`config.mk`:
```
export PLATFORM = sky130hd
export DESIGN_NAME = sha1_byte_stream_hash
export DESIGN_NICKNAME = d
export VERILOG_FILES = /design/src/design/sha1bsh_pkg.sv /design/src/design/sha1_byte_stream_hash.sv
export SDC_FILE = /design/constraint.sdc
export NUM_CORES = 2
export LEC_CHECK = 0
export ABC_AREA = 1
export BUFFER_PORTS_ARGS = -buffer_cell sky130_fd_sc_hd__buf_2
export CORE_AREA = 2 2 333 335
export CTS_CLUSTER_DIAMETER = 80
export DETAILED_ROUTE_END_ITERATION = 10
export DIE_AREA = 0 0 335 337
export GPL_TIMING_DRIVEN = 0
export PLACE_DENSITY = 0.73
export SYNTH_ARGS = -nofsm -noshare
export SYNTH_HDL_FRONTEND = slang
export SYNTH_SLANG_ARGS = --single-unit
```
`constraint.sdc`:
```
create_clock -name clk -period 12.95 [get_ports clk]
set_input_delay 1.295 -clock clk [delete_from_list [all_inputs] [get_ports clk]]
set_output_delay 1.295 -clock clk [all_outputs]
set_load 0.005 [all_outputs]
```
`src/design/sha1bsh_pkg.sv`:
```
// Package with the types and fixed constants of the SHA-1 byte stream hasher.
`timescale 1ns / 1ps
`default_nettype none

package sha1bsh_pkg;

  typedef logic [31:0] word_t;
  typedef logic [7:0]  byte_t;

  localparam int unsigned ChainWords = 5;
  localparam int unsigned BlockBits  = 512;
  localparam int unsigned PosW       = 6;
  localparam int unsigned CountW     = 61;
  localparam int unsigned RoundW     = 7;

  localparam word_t HInit [ChainWords] = '{
    32'h67452301, 32'hEFCDAB89, 32'h98BADCFE, 32'h10325476, 32'hC3D2E1F0
  };

  localparam word_t K0 = 32'h5A827999;
  localparam word_t K1 = 32'h6ED9EBA1;
  localparam word_t K2 = 32'h8F1BBCDC;
  localparam word_t K3 = 32'hCA62C1D6;

  localparam byte_t PadByte = 8'h80;
  localparam byte_t ZeroByte = 8'h00;

  localparam logic [PosW-1:0]   LenPos    = 6'd56;
  localparam logic [PosW-1:0]   LastPos   = 6'd63;
  localparam logic [RoundW-1:0] Round20   = 7'd20;
  localparam logic [RoundW-1:0] Round40   = 7'd40;
  localparam logic [RoundW-1:0] Round60   = 7'd60;
  localparam logic [RoundW-1:0] LastRound = 7'd79;
  localparam logic [2:0]        LastIdx   = 3'd4;

endpackage

`default_nettype wire

```
`src/design/sha1_byte_stream_hash.sv`:
```
// SHA-1 hasher over a byte stream: byte loading, padding, round unit and digest output.
`timescale 1ns / 1ps
`default_nettype none

// The block hashes a byte stream with SHA-1 and returns the 160-bit digest as five
// requests on the output channel, h0 first, each word big-endian, the fifth marked by
// out_tlast. An input request carries one byte when in_tuser is high; in_tlast ends the
// message, after the byte if one is present, and a request with in_tlast alone ends the
// message as it stands (an empty message if nothing came before). A request with neither
// flag is taken and has no effect. Message bytes are taken one per cycle until a byte
// fills a 64-byte block; that byte then holds the input off while a single round unit
// runs the 80 rounds, one per cycle, and adds the result into the chaining words. At the
// end of a message the pad bytes (the 0x80 byte, zeros and the eight length bytes) are
// loaded one per cycle through the same byte path, except for a step that loads nothing
// on reaching the length field and one or two compressions, after which the digest is
// handed over. When the message leaves eight or fewer bytes free in its last block, a
// second block of padding has to be compressed. The digest sits in its own output
// register, so the next message is taken while it drains; only the hand-over of a second
// digest waits for the first to be fully taken. The bit count wraps modulo 2^64.
module sha1_byte_stream_hash (
  input  wire         clk,
  input  wire         rst_n,
  input  wire         in_tvalid,
  output logic        in_tready,
  input  wire  [7:0]  in_tdata,   // [7:0] data_byte
  input  wire         in_tuser,   // [0] byte_valid
  input  wire         in_tlast,   // end_of_message
  output logic        out_tvalid,
  input  wire         out_tready,
  output logic [31:0] out_tdata,  // [31:0] digest_word
  output logic [2:0]  out_tuser,  // [2:0] word_index
  output logic        out_tlast   // last_word
);

  // Sequencer states.
  localparam logic [2:0] S_IDLE  = 3'd0;  // taking input requests
  localparam logic [2:0] S_ROUND = 3'd1;  // one compression round per cycle
  localparam logic [2:0] S_ADD   = 3'd2;  // add working words into the chain
  localparam logic [2:0] S_PAD80 = 3'd3;  // load the 0x80 pad byte
  localparam logic [2:0] S_ZERO  = 3'd4;  // load zero fill up to the length field
  localparam logic [2:0] S_LEN   = 3'd5;  // load the eight length bytes
  localparam logic [2:0] S_DONE  = 3'd6;  // hand the digest to the output register

  logic [2:0] state_r, state_nxt;
  logic [2:0] ret_r, ret_nxt;       // state to resume once a compression ends

  // Byte position within the current block and count of message bytes.
  logic [sha1bsh_pkg::PosW-1:0]   pos_r, pos_nxt;
  logic [sha1bsh_pkg::CountW-1:0] cnt_r, cnt_nxt;

  // The block is loaded as a shift line: bytes enter at the bottom, so the first byte
  // of the block ends up in the top bits. During the rounds the same line shifts by a
  // word per cycle: the top word is the schedule word of the current round and the new
  // schedule word enters at the bottom.
  logic [sha1bsh_pkg::BlockBits-1:0] blk_r, blk_nxt;

  sha1bsh_pkg::word_t chain_r [sha1bsh_pkg::ChainWords];
  sha1bsh_pkg::word_t chain_nxt [sha1bsh_pkg::ChainWords];
  sha1bsh_pkg::word_t a_r, b_r, c_r, d_r, e_r;
  sha1bsh_pkg::word_t a_nxt, b_nxt, c_nxt, d_nxt, e_nxt;
  logic [sha1bsh_pkg::RoundW-1:0] rnd_r, rnd_nxt;

  // Output register: the five digest words, the current one in the top bits.
  logic [32*sha1bsh_pkg::ChainWords-1:0] obuf_r, obuf_nxt;
  logic       ovalid_r, ovalid_nxt;
  logic [2:0] oidx_r, oidx_nxt;

  logic                in_acc;
  logic                out_acc;
  logic                ins_en;
  sha1bsh_pkg::byte_t  ins_byte;
  logic [63:0]         len_w;
  sha1bsh_pkg::byte_t  len_byte;
  sha1bsh_pkg::word_t  w_cur, w_new, w_mix, f_w, k_w, t_w;

  assign in_tready  = (state_r == S_IDLE);
  assign in_acc     = in_tvalid && in_tready;
  assign out_tvalid = ovalid_r;
  assign out_acc    = ovalid_r && out_tready;
  assign out_tdata  = obuf_r[32*sha1bsh_pkg::ChainWords-1 -: 32];
  assign out_tuser  = oidx_r;
  assign out_tlast  = (oidx_r == sha1bsh_pkg::LastIdx);

  // Length field: the message bit count, sent most significant byte first.
  assign len_w    = {cnt_r, 3'b000};
  assign len_byte = len_w[{~pos_r[2:0], 3'b000} +: 8];

  // Round unit with its schedule taps at words 0, 2, 8 and 13 of the line.
  assign w_cur = blk_r[511:480];
  assign w_mix = blk_r[511:480] ^ blk_r[447:416] ^ blk_r[255:224] ^ blk_r[95:64];
  assign w_new = {w_mix[30:0], w_mix[31]};

  always_comb begin
    if (rnd_r < sha1bsh_pkg::Round20) begin
      f_w = (b_r & c_r) | (~b_r & d_r);
      k_w = sha1bsh_pkg::K0;
    end else if (rnd_r < sha1bsh_pkg::Round40) begin
      f_w = b_r ^ c_r ^ d_r;
      k_w = sha1bsh_pkg::K1;
    end else if (rnd_r < sha1bsh_pkg::Round60) begin
      f_w = (b_r & c_r) | (b_r & d_r) | (c_r & d_r);
      k_w = sha1bsh_pkg::K2;
    end else begin
      f_w = b_r ^ c_r ^ d_r;
      k_w = sha1bsh_pkg::K3;
    end
  end

  assign t_w = {a_r[26:0], a_r[31:27]} + f_w + e_r + k_w + w_cur;

  always_comb begin
    state_nxt  = state_r;
    ret_nxt    = ret_r;
    pos_nxt    = pos_r;
    cnt_nxt    = cnt_r;
    blk_nxt    = blk_r;
    a_nxt      = a_r;
    b_nxt      = b_r;
    c_nxt      = c_r;
    d_nxt      = d_r;
    e_nxt      = e_r;
    rnd_nxt    = rnd_r;
    chain_nxt  = chain_r;
    obuf_nxt   = obuf_r;
    ovalid_nxt = ovalid_r;
    oidx_nxt   = oidx_r;
    ins_en     = 1'b0;
    ins_byte   = sha1bsh_pkg::ZeroByte;

    // Drain the output register one word per request.
    if (out_acc) begin
      obuf_nxt = {obuf_r[32*sha1bsh_pkg::ChainWords-33:0], 32'h0};
      if (oidx_r == sha1bsh_pkg::LastIdx) begin
        ovalid_nxt = 1'b0;
      end else begin
        oidx_nxt = oidx_r + 3'd1;
      end
    end

    case (state_r)
      S_IDLE: begin
        if (in_acc) begin
          state_nxt = in_tlast ? S_PAD80 : S_IDLE;
          ret_nxt   = in_tlast ? S_PAD80 : S_IDLE;
          if (in_tuser) begin
            ins_en   = 1'b1;
            ins_byte = in_tdata;
            cnt_nxt  = cnt_r + {{(sha1bsh_pkg::CountW-1){1'b0}}, 1'b1};
          end
        end
      end
      S_ROUND: begin
        a_nxt   = t_w;
        b_nxt   = a_r;
        c_nxt   = {b_r[1:0], b_r[31:2]};
        d_nxt   = c_r;
        e_nxt   = d_r;
        blk_nxt = {blk_r[479:0], w_new};
        rnd_nxt = rnd_r + {{(sha1bsh_pkg::RoundW-1){1'b0}}, 1'b1};
        if (rnd_r == sha1bsh_pkg::LastRound) begin
          state_nxt = S_ADD;
        end
      end
      S_ADD: begin
        chain_nxt[0] = chain_r[0] + a_r;
        chain_nxt[1] = chain_r[1] + b_r;
        chain_nxt[2] = chain_r[2] + c_r;
        chain_nxt[3] = chain_r[3] + d_r;
        chain_nxt[4] = chain_r[4] + e_r;
        state_nxt    = ret_r;
      end
      S_PAD80: begin
        ins_en    = 1'b1;
        ins_byte  = sha1bsh_pkg::PadByte;
        state_nxt = S_ZERO;
        ret_nxt   = S_ZERO;
      end
      S_ZERO: begin
        if (pos_r == sha1bsh_pkg::LenPos) begin
          state_nxt = S_LEN;
        end else begin
          ins_en  = 1'b1;
          ret_nxt = S_ZERO;
        end
      end
      S_LEN: begin
        ins_en   = 1'b1;
        ins_byte = len_byte;
        ret_nxt  = S_DONE;
      end
      S_DONE: begin
        // Wait until the previous digest has been fully taken.
        if (!ovalid_r) begin
          obuf_nxt   = {chain_r[0], chain_r[1], chain_r[2], chain_r[3], chain_r[4]};
          ovalid_nxt = 1'b1;
          oidx_nxt   = 3'd0;
          chain_nxt  = sha1bsh_pkg::HInit;
          cnt_nxt    = '0;
          pos_nxt    = '0;
          state_nxt  = S_IDLE;
        end
      end
      default: begin
        state_nxt = S_IDLE;
      end
    endcase

    // Shared byte path; the byte that completes a block starts a compression.
    if (ins_en) begin
      blk_nxt = {blk_r[sha1bsh_pkg::BlockBits-9:0], ins_byte};
      pos_nxt = pos_r + {{(sha1bsh_pkg::PosW-1){1'b0}}, 1'b1};
      if (pos_r == sha1bsh_pkg::LastPos) begin
        state_nxt = S_ROUND;
        rnd_nxt   = '0;
        a_nxt     = chain_r[0];
        b_nxt     = chain_r[1];
        c_nxt     = chain_r[2];
        d_nxt     = chain_r[3];
        e_nxt     = chain_r[4];
      end
    end
  end

  always_ff @(posedge clk) begin
    if (!rst_n) begin
      state_r  <= S_IDLE;
      ret_r    <= S_IDLE;
      pos_r    <= '0;
      cnt_r    <= '0;
      rnd_r    <= '0;
      chain_r  <= sha1bsh_pkg::HInit;
      ovalid_r <= 1'b0;
      oidx_r   <= 3'd0;
    end else begin
      state_r  <= state_nxt;
      ret_r    <= ret_nxt;
      pos_r    <= pos_nxt;
      cnt_r    <= cnt_nxt;
      rnd_r    <= rnd_nxt;
      chain_r  <= chain_nxt;
      ovalid_r <= ovalid_nxt;
      oidx_r   <= oidx_nxt;
    end
  end

  always_ff @(posedge clk) begin
    blk_r  <= blk_nxt;
    a_r    <= a_nxt;
    b_r    <= b_nxt;
    c_r    <= c_nxt;
    d_r    <= d_nxt;
    e_r    <= e_nxt;
    obuf_r <= obuf_nxt;
  end

endmodule

`default_nettype wire
```
Word-level counts from Yosys, hierarchy flattened
Index checks and enable logic that the tools add are counted.
- shift-type cells: 1
- multiply operators: 0
- add/sub/neg operators: 13
- order comparisons: 3
- eq/ne operators: 15
- div/mod/pow operators: 0
- muxes and demuxes: 64
- bitwise logic cells: 14
- reduce and logical (&&, ||, !) cells: 13
- operator list (operator ; count):
    $mux W512 ; 2
    $mux W160 ; 4
    $mux W32 ; 20
    $pmux W160 S2 ; 1
    $add A32 B32 Y32 ; 9
    $mux W61 ; 3
    $xor A32 B32 Y32 ; 5
    $and A32 B32 Y32 ; 4
    $pmux W61 S2 ; 1
    $or A32 B32 Y32 ; 3
    $shiftx A64 B7 Y8 ; 1
    $add A61 B1 Y61 const B ; 1
    $mux W3 ; 12
    $not A32 Y32 ; 1
    $mux W31 ; 1
    $pmux W8 S3 ; 1
    $mux W7 ; 3
    $pmux W3 S7 ; 1
    $mux W6 ; 3
    $mux W8 ; 2
    $lt A7 B6 Y1 const B ; 2
    $eq A3 B3 Y1 const B ; 4
    $eq A6 B6 Y1 const B ; 2
    $pmux W3 S4 ; 1
    21 further kinds ; 36
- output and inout bits: 38
- RAM bits: 0
- bits of input ports: 14
- bits in latches: 0
- bits in registers: 1076
- memory bits (read-only): 0
- memories: 0

Logic depth before layout (Yosys ltp)
- depth after elaboration: 13
- mapped depth: 27
- gate-level depth less buffers: 26

Least setup slack after synthesis
Ideal clock, no wire load.
- path kind: in2reg
- start: in in_tvalid
- end: reg blk_r[0] (netlist name), enable pin
- arrival: 13.221 ns
- slack: -1.172 ns
- cell stages on the path: 9
- buffers on the path: 3
- required time: 12.048 ns
- library setup time: 0.902 ns
- cells stage by stage: inv_1 > nand2_2 > inv_2 > nor3_2 > o21ai_2 > buf_2 > buf_2 > buf_2 > nand2_1
- longest elaborated chain between the ends: 4
- ends and longest elaborated chain (what ; line ; text):
    start: declaration ; sha1_byte_stream_hash.sv:23 ; input wire in_tvalid,
    $logic_and A1 B1 Y1 ; sha1_byte_stream_hash.sv:77 ; assign in_acc = in_tvalid && in_tready;
    $mux W1 ; sha1_byte_stream_hash.sv:142 ; if (in_acc) begin
    $pmux W1 S3 ; sha1_byte_stream_hash.sv:140 ; case (state_r)
    $reduce_bool A2 Y1 (no line) ; n/a ;
    end signal: assignment ; sha1_byte_stream_hash.sv:247 ; blk_r <= blk_nxt;
    end: declaration ; sha1_byte_stream_hash.sv:55 ; logic [sha1bsh_pkg::BlockBits-1:0] blk_r, blk_nxt;
Every way passes these cells.
A chain may end at the register's enable or synchronous reset.

Worst setup path in the final report
- start: reg rnd_r[4] (netlist name)
- end: reg a_r[19]
- longest elaborated chain between the ends: 11
- elaborated cells on any way between the ends: 16
- ends and longest elaborated chain (what ; line ; text):
    start: declaration ; sha1_byte_stream_hash.sv:61 ; logic [sha1bsh_pkg::RoundW-1:0] rnd_r, rnd_nxt;
    start signal: assignment ; sha1_byte_stream_hash.sv:239 ; rnd_r <= rnd_nxt;
    $lt A7 B6 Y1 ; sha1_byte_stream_hash.sv:100 ; end else if (rnd_r < sha1bsh_pkg::Round60) begin
    $mux W32 ; sha1_byte_stream_hash.sv:100 ;
    $mux W32 ; sha1_byte_stream_hash.sv:97 ; end else if (rnd_r < sha1bsh_pkg::Round40) begin
    $mux W32 ; sha1_byte_stream_hash.sv:94 ; if (rnd_r < sha1bsh_pkg::Round20) begin
    $add A32 B32 Y32 (2 in a row) ; sha1_byte_stream_hash.sv:109 ; assign t_w = {a_r[26:0], a_r[31:27]} + f_w + e_r + k_w + w_cur;
    $add A32 B32 Y32 * (2 in a row) ; sha1_byte_stream_hash.sv:109 ;
    $mux W32 * ; sha1_byte_stream_hash.sv:140 ;
    $mux W32 ; sha1_byte_stream_hash.sv:212 ; if (pos_r == sha1bsh_pkg::LastPos) begin
    $mux W32 * ; sha1_byte_stream_hash.sv:209 ; if (ins_en) begin
    via a_nxt[19] ; sha1_byte_stream_hash.sv:60 ; sha1bsh_pkg::word_t a_nxt, b_nxt, c_nxt, d_nxt, e_nxt;
    end signal: assignment ; sha1_byte_stream_hash.sv:248 ; a_r <= a_nxt;
    end: declaration ; sha1_byte_stream_hash.sv:59 ; sha1bsh_pkg::word_t a_r, b_r, c_r, d_r, e_r;
The timed path passes the listed nets; every way through them passes the cells marked *.

==> flow_metrics.env <==
export IMPL_outcome="finished, violations left"
export IMPL_failed_checks="capacitance limit, slew limit"
export IMPL_yosys_warnings=0
export IMPL_critical_path_class="flip-flop to flip-flop"
export IMPL_ant_nets=0
export IMPL_path_cells="nand2_1 > inv_1 > nor2_1 > nand2_1 > nand2_1 > clkbuf_1 > buf_2 > nand2_1 > nand3_1 > fa_1 > fa_1 > ha_1 > a21oi_1 > nand3_1 > nand2_1 > nand2_1 > nand2_1 > nand3_1 > nand2_1 > nand3_1 > nand2_1 > nand2_1"
export IMPL_setup_slack_ns=6.418
export IMPL_place_ws_ns=6.717
export IMPL_syn_inst=8550
export IMPL_slowest_stage="nor2_1"
export IMPL_cts_resized=0
export IMPL_first_pass_iters=9
export IMPL_grt_max_degree=123
export IMPL_regArea_um2=26670
export IMPL_syn2layout_area_growth_pct=9.894
export IMPL_yosysTopAreaCellShare_pct=24.45
export IMPL_period_needed_ns=6.532
export IMPL_holdPathEnd="pos_r[3]"
export IMPL_clkTransAtPathRegs_ns=0.06
export IMPL_synthTopCellsByArea="edfxtp_1 24%, nand2_1 20%, dfxtp_1 18%, inv_1 4.5%, o21ai_0 4.2%"
export IMPL_hold_viol=0
export IMPL_clkSinkCount=1076
export IMPL_viasPerCell=6.068
export IMPL_arrival_ns=7.16
export IMPL_cts_hold_buffers=0
export IMPL_ys_seq_area_share_pct=42.41
export IMPL_synth_edf_count=512
export IMPL_die_height_um=337
export IMPL_cts_path_max_buffers=3
export IMPL_finalCritPeriodShare_pct=50.44
export IMPL_cp_end_kind="flip-flop"
export IMPL_synth_main_ff_cell="dfxtp_1"
export IMPL_fin_area_um2=69100
export IMPL_dpl_hpwl_um=200000
export IMPL_die_area_um2=112900
export IMPL_cap_violations=1
export IMPL_yosysTopAreaCell="edfxtp_1"
export IMPL_io_pins=52
export IMPL_utilization_pct=63.05
export IMPL_slowest_delay_ns=0.75
export IMPL_syn_avg_cell_area_um2=7.354
export IMPL_gp_congestion=1.070
export IMPL_slew_limit_headroom_pct=-7.216
export IMPL_cts_buffers=115
export IMPL_final_fill_count=9916
export IMPL_peakVddDrop_mv=0.2634
export IMPL_cts_root_buf="clkbuf_16"
export IMPL_num_vias=62210
export IMPL_rrSetupSlack_ns=6.42
export IMPL_reg2regPathDepth=22
export IMPL_synthTopCellsByCount="3338 x nand2_1, 758 x inv_1, 583 x nor2_1"
export IMPL_rr_startpoint="rnd_r[4]"
export IMPL_drive_gt1_share_pct=5.169
export IMPL_hold_path_class="flip-flop to flip-flop"
export IMPL_dp_cells=10030
export IMPL_layout_cells_non_filler=10250
export IMPL_rsz0062_at_grt="false"
export IMPL_slew_violations=11
export IMPL_yosysMostFrequentCell="nand2_1"
export IMPL_overflow=0
export IMPL_drt_iter0_drc=8313
export IMPL_antenna_found_initial=10
export IMPL_fin_nets=9061
export IMPL_timing_setup_tns_ns=0
export IMPL_crit_top_cell="nand2_1"
export IMPL_htree_levels=3
export IMPL_drc=0
export IMPL_routed_wl_um=256200
export IMPL_synthArstFlopShare_pct=0
export IMPL_crit_path_start_kind="flip-flop"
export IMPL_crit_fanout=11
export IMPL_cts_tree="done"
export IMPL_cp_required_ns=13.58
export IMPL_avgRoutedWirePerCell_um=24.99
export IMPL_fin_skew_ns=0.06908
export IMPL_worst_pin_slew_ns=1.608
export IMPL_clock_latency_ns=0.78
export IMPL_multiInputGateArea_um2=31520
export IMPL_syn_area_um2=62880
export IMPL_max_freq_mhz=153.1
export IMPL_core_um2=109600
export IMPL_rows=122
export IMPL_synth_seq_cells=1076
export IMPL_synthesis_nets=8888
export IMPL_start_util_pct=57.37
export IMPL_grtUsageTotal_pct=44.45
export IMPL_grt_pass1_vias=57670
export IMPL_ys_types=50
export IMPL_power_leakage_nw=31.03
export IMPL_dpl_cell_area_um2=65070
export IMPL_worstHoldPathCells=2
export IMPL_postCtsSetupBuffers=0
export IMPL_setup_viol=0
export IMPL_r2r_end="a_r[19]"
export IMPL_power_density_nw_per_um2=306.4
export IMPL_hp_start="pos_r[3]"
export IMPL_total_power_mw=21.17
export IMPL_fp_dieW_um=335
export IMPL_io_buffer_count=50
export IMPL_whs_ns=0.4849
export IMPL_grt_pass1_wl_um=369000
-- final cells by class --
type / count / share of cell area [%]
tap: 1426 / 2.582
clock inverter: 69 / 1.248
clock buffer: 146 / 4.536
sequential: 1076 / 38.59
antenna: 5 / 0.01811
timing repair buffer: 56 / 0.5831
inverter: 769 / 4.177
multi-input combinational: 6326 / 45.62
buffer: 379 / 2.649
-- worst max path at each step --
stage,startpoint,cells past startpoint,slack (ns),end
global placement,pos_r[0],12,0.84,blk_r[144]
CTS,rnd_r[4],22,6.67,a_r[19]
global route,rnd_r[4],22,6.25,a_r[19]
detailed placement,rnd_r[4],22,6.72,a_r[19]
floorplan,in_tvalid,9,3.96,blk_r[0]
finish,rnd_r[4],22,6.42,a_r[19]
-- power by group --
part           leakage, nW  internal (mW)  switching, mW
Combinational         19.5           3.88           7.90
Sequential            9.58           4.58           1.30
Clock                 1.94           1.99           1.52
-- routing by layer --
layer,GRT usage [%],vias up,part of all wire [%]
li1,-,28200,-
met1,54.40,29120,36
met2,69.01,3949,44
met3,9.783,937,11
met4,33.32,6,9.1
met5,0,-,0.013
-- kinds of logic after synthesis --
group                      synth area share, %
AOI/OAI and AO/OA                        11.78
xor gates and xnor gates                 2.089
adders and majority gates                7.940
buffers and inverters                    7.492
DFF                                      42.41
muxes                                  0.01592
and+or+nand+nor                          28.28
-- registers in the layout, summed over array words and instances (netlist names), 6 cells and up --
name,cells
obuf_r,160
c_r,32
blk_r,512
e_r,32
rnd_r,7
a_r,32
b_r,32
chain_r,160
pos_r,6
cnt_r,61
d_r,32
-- layout by cell type (no fill, tap or decap), types with 160 or more instances in the layout --
master | netlist | layout
ha_1 | 199 | 199
o21ai_0 | 525 | 525
a31oi_1 | 160 | 160
dfxtp_1 | 564 | 564
a21oi_1 | 490 | 490
inv_1 | 758 | 758
nor2_1 | 583 | 582
nand3_1 | 332 | 332
clkbuf_1 | 178 | 192
edfxtp_1 | 512 | 512
nand2_1 | 3338 | 3337
buf_2 | 108 | 160
-- critical path, delay by kind of cell (launching register included) --
| family | cells | cell delay, ns |
|---|---|---|
| AOI/OAI and AO/OA | 1 | 0.31 |
| adders and majority gates | 3 | 1.43 |
| buffers and inverters | 3 | 1.02 |
| DFF | 1 | 0.34 |
| and+or+nand+nor | 15 | 3.29 |
Note: power is estimated with default switching activity, not from simulation.
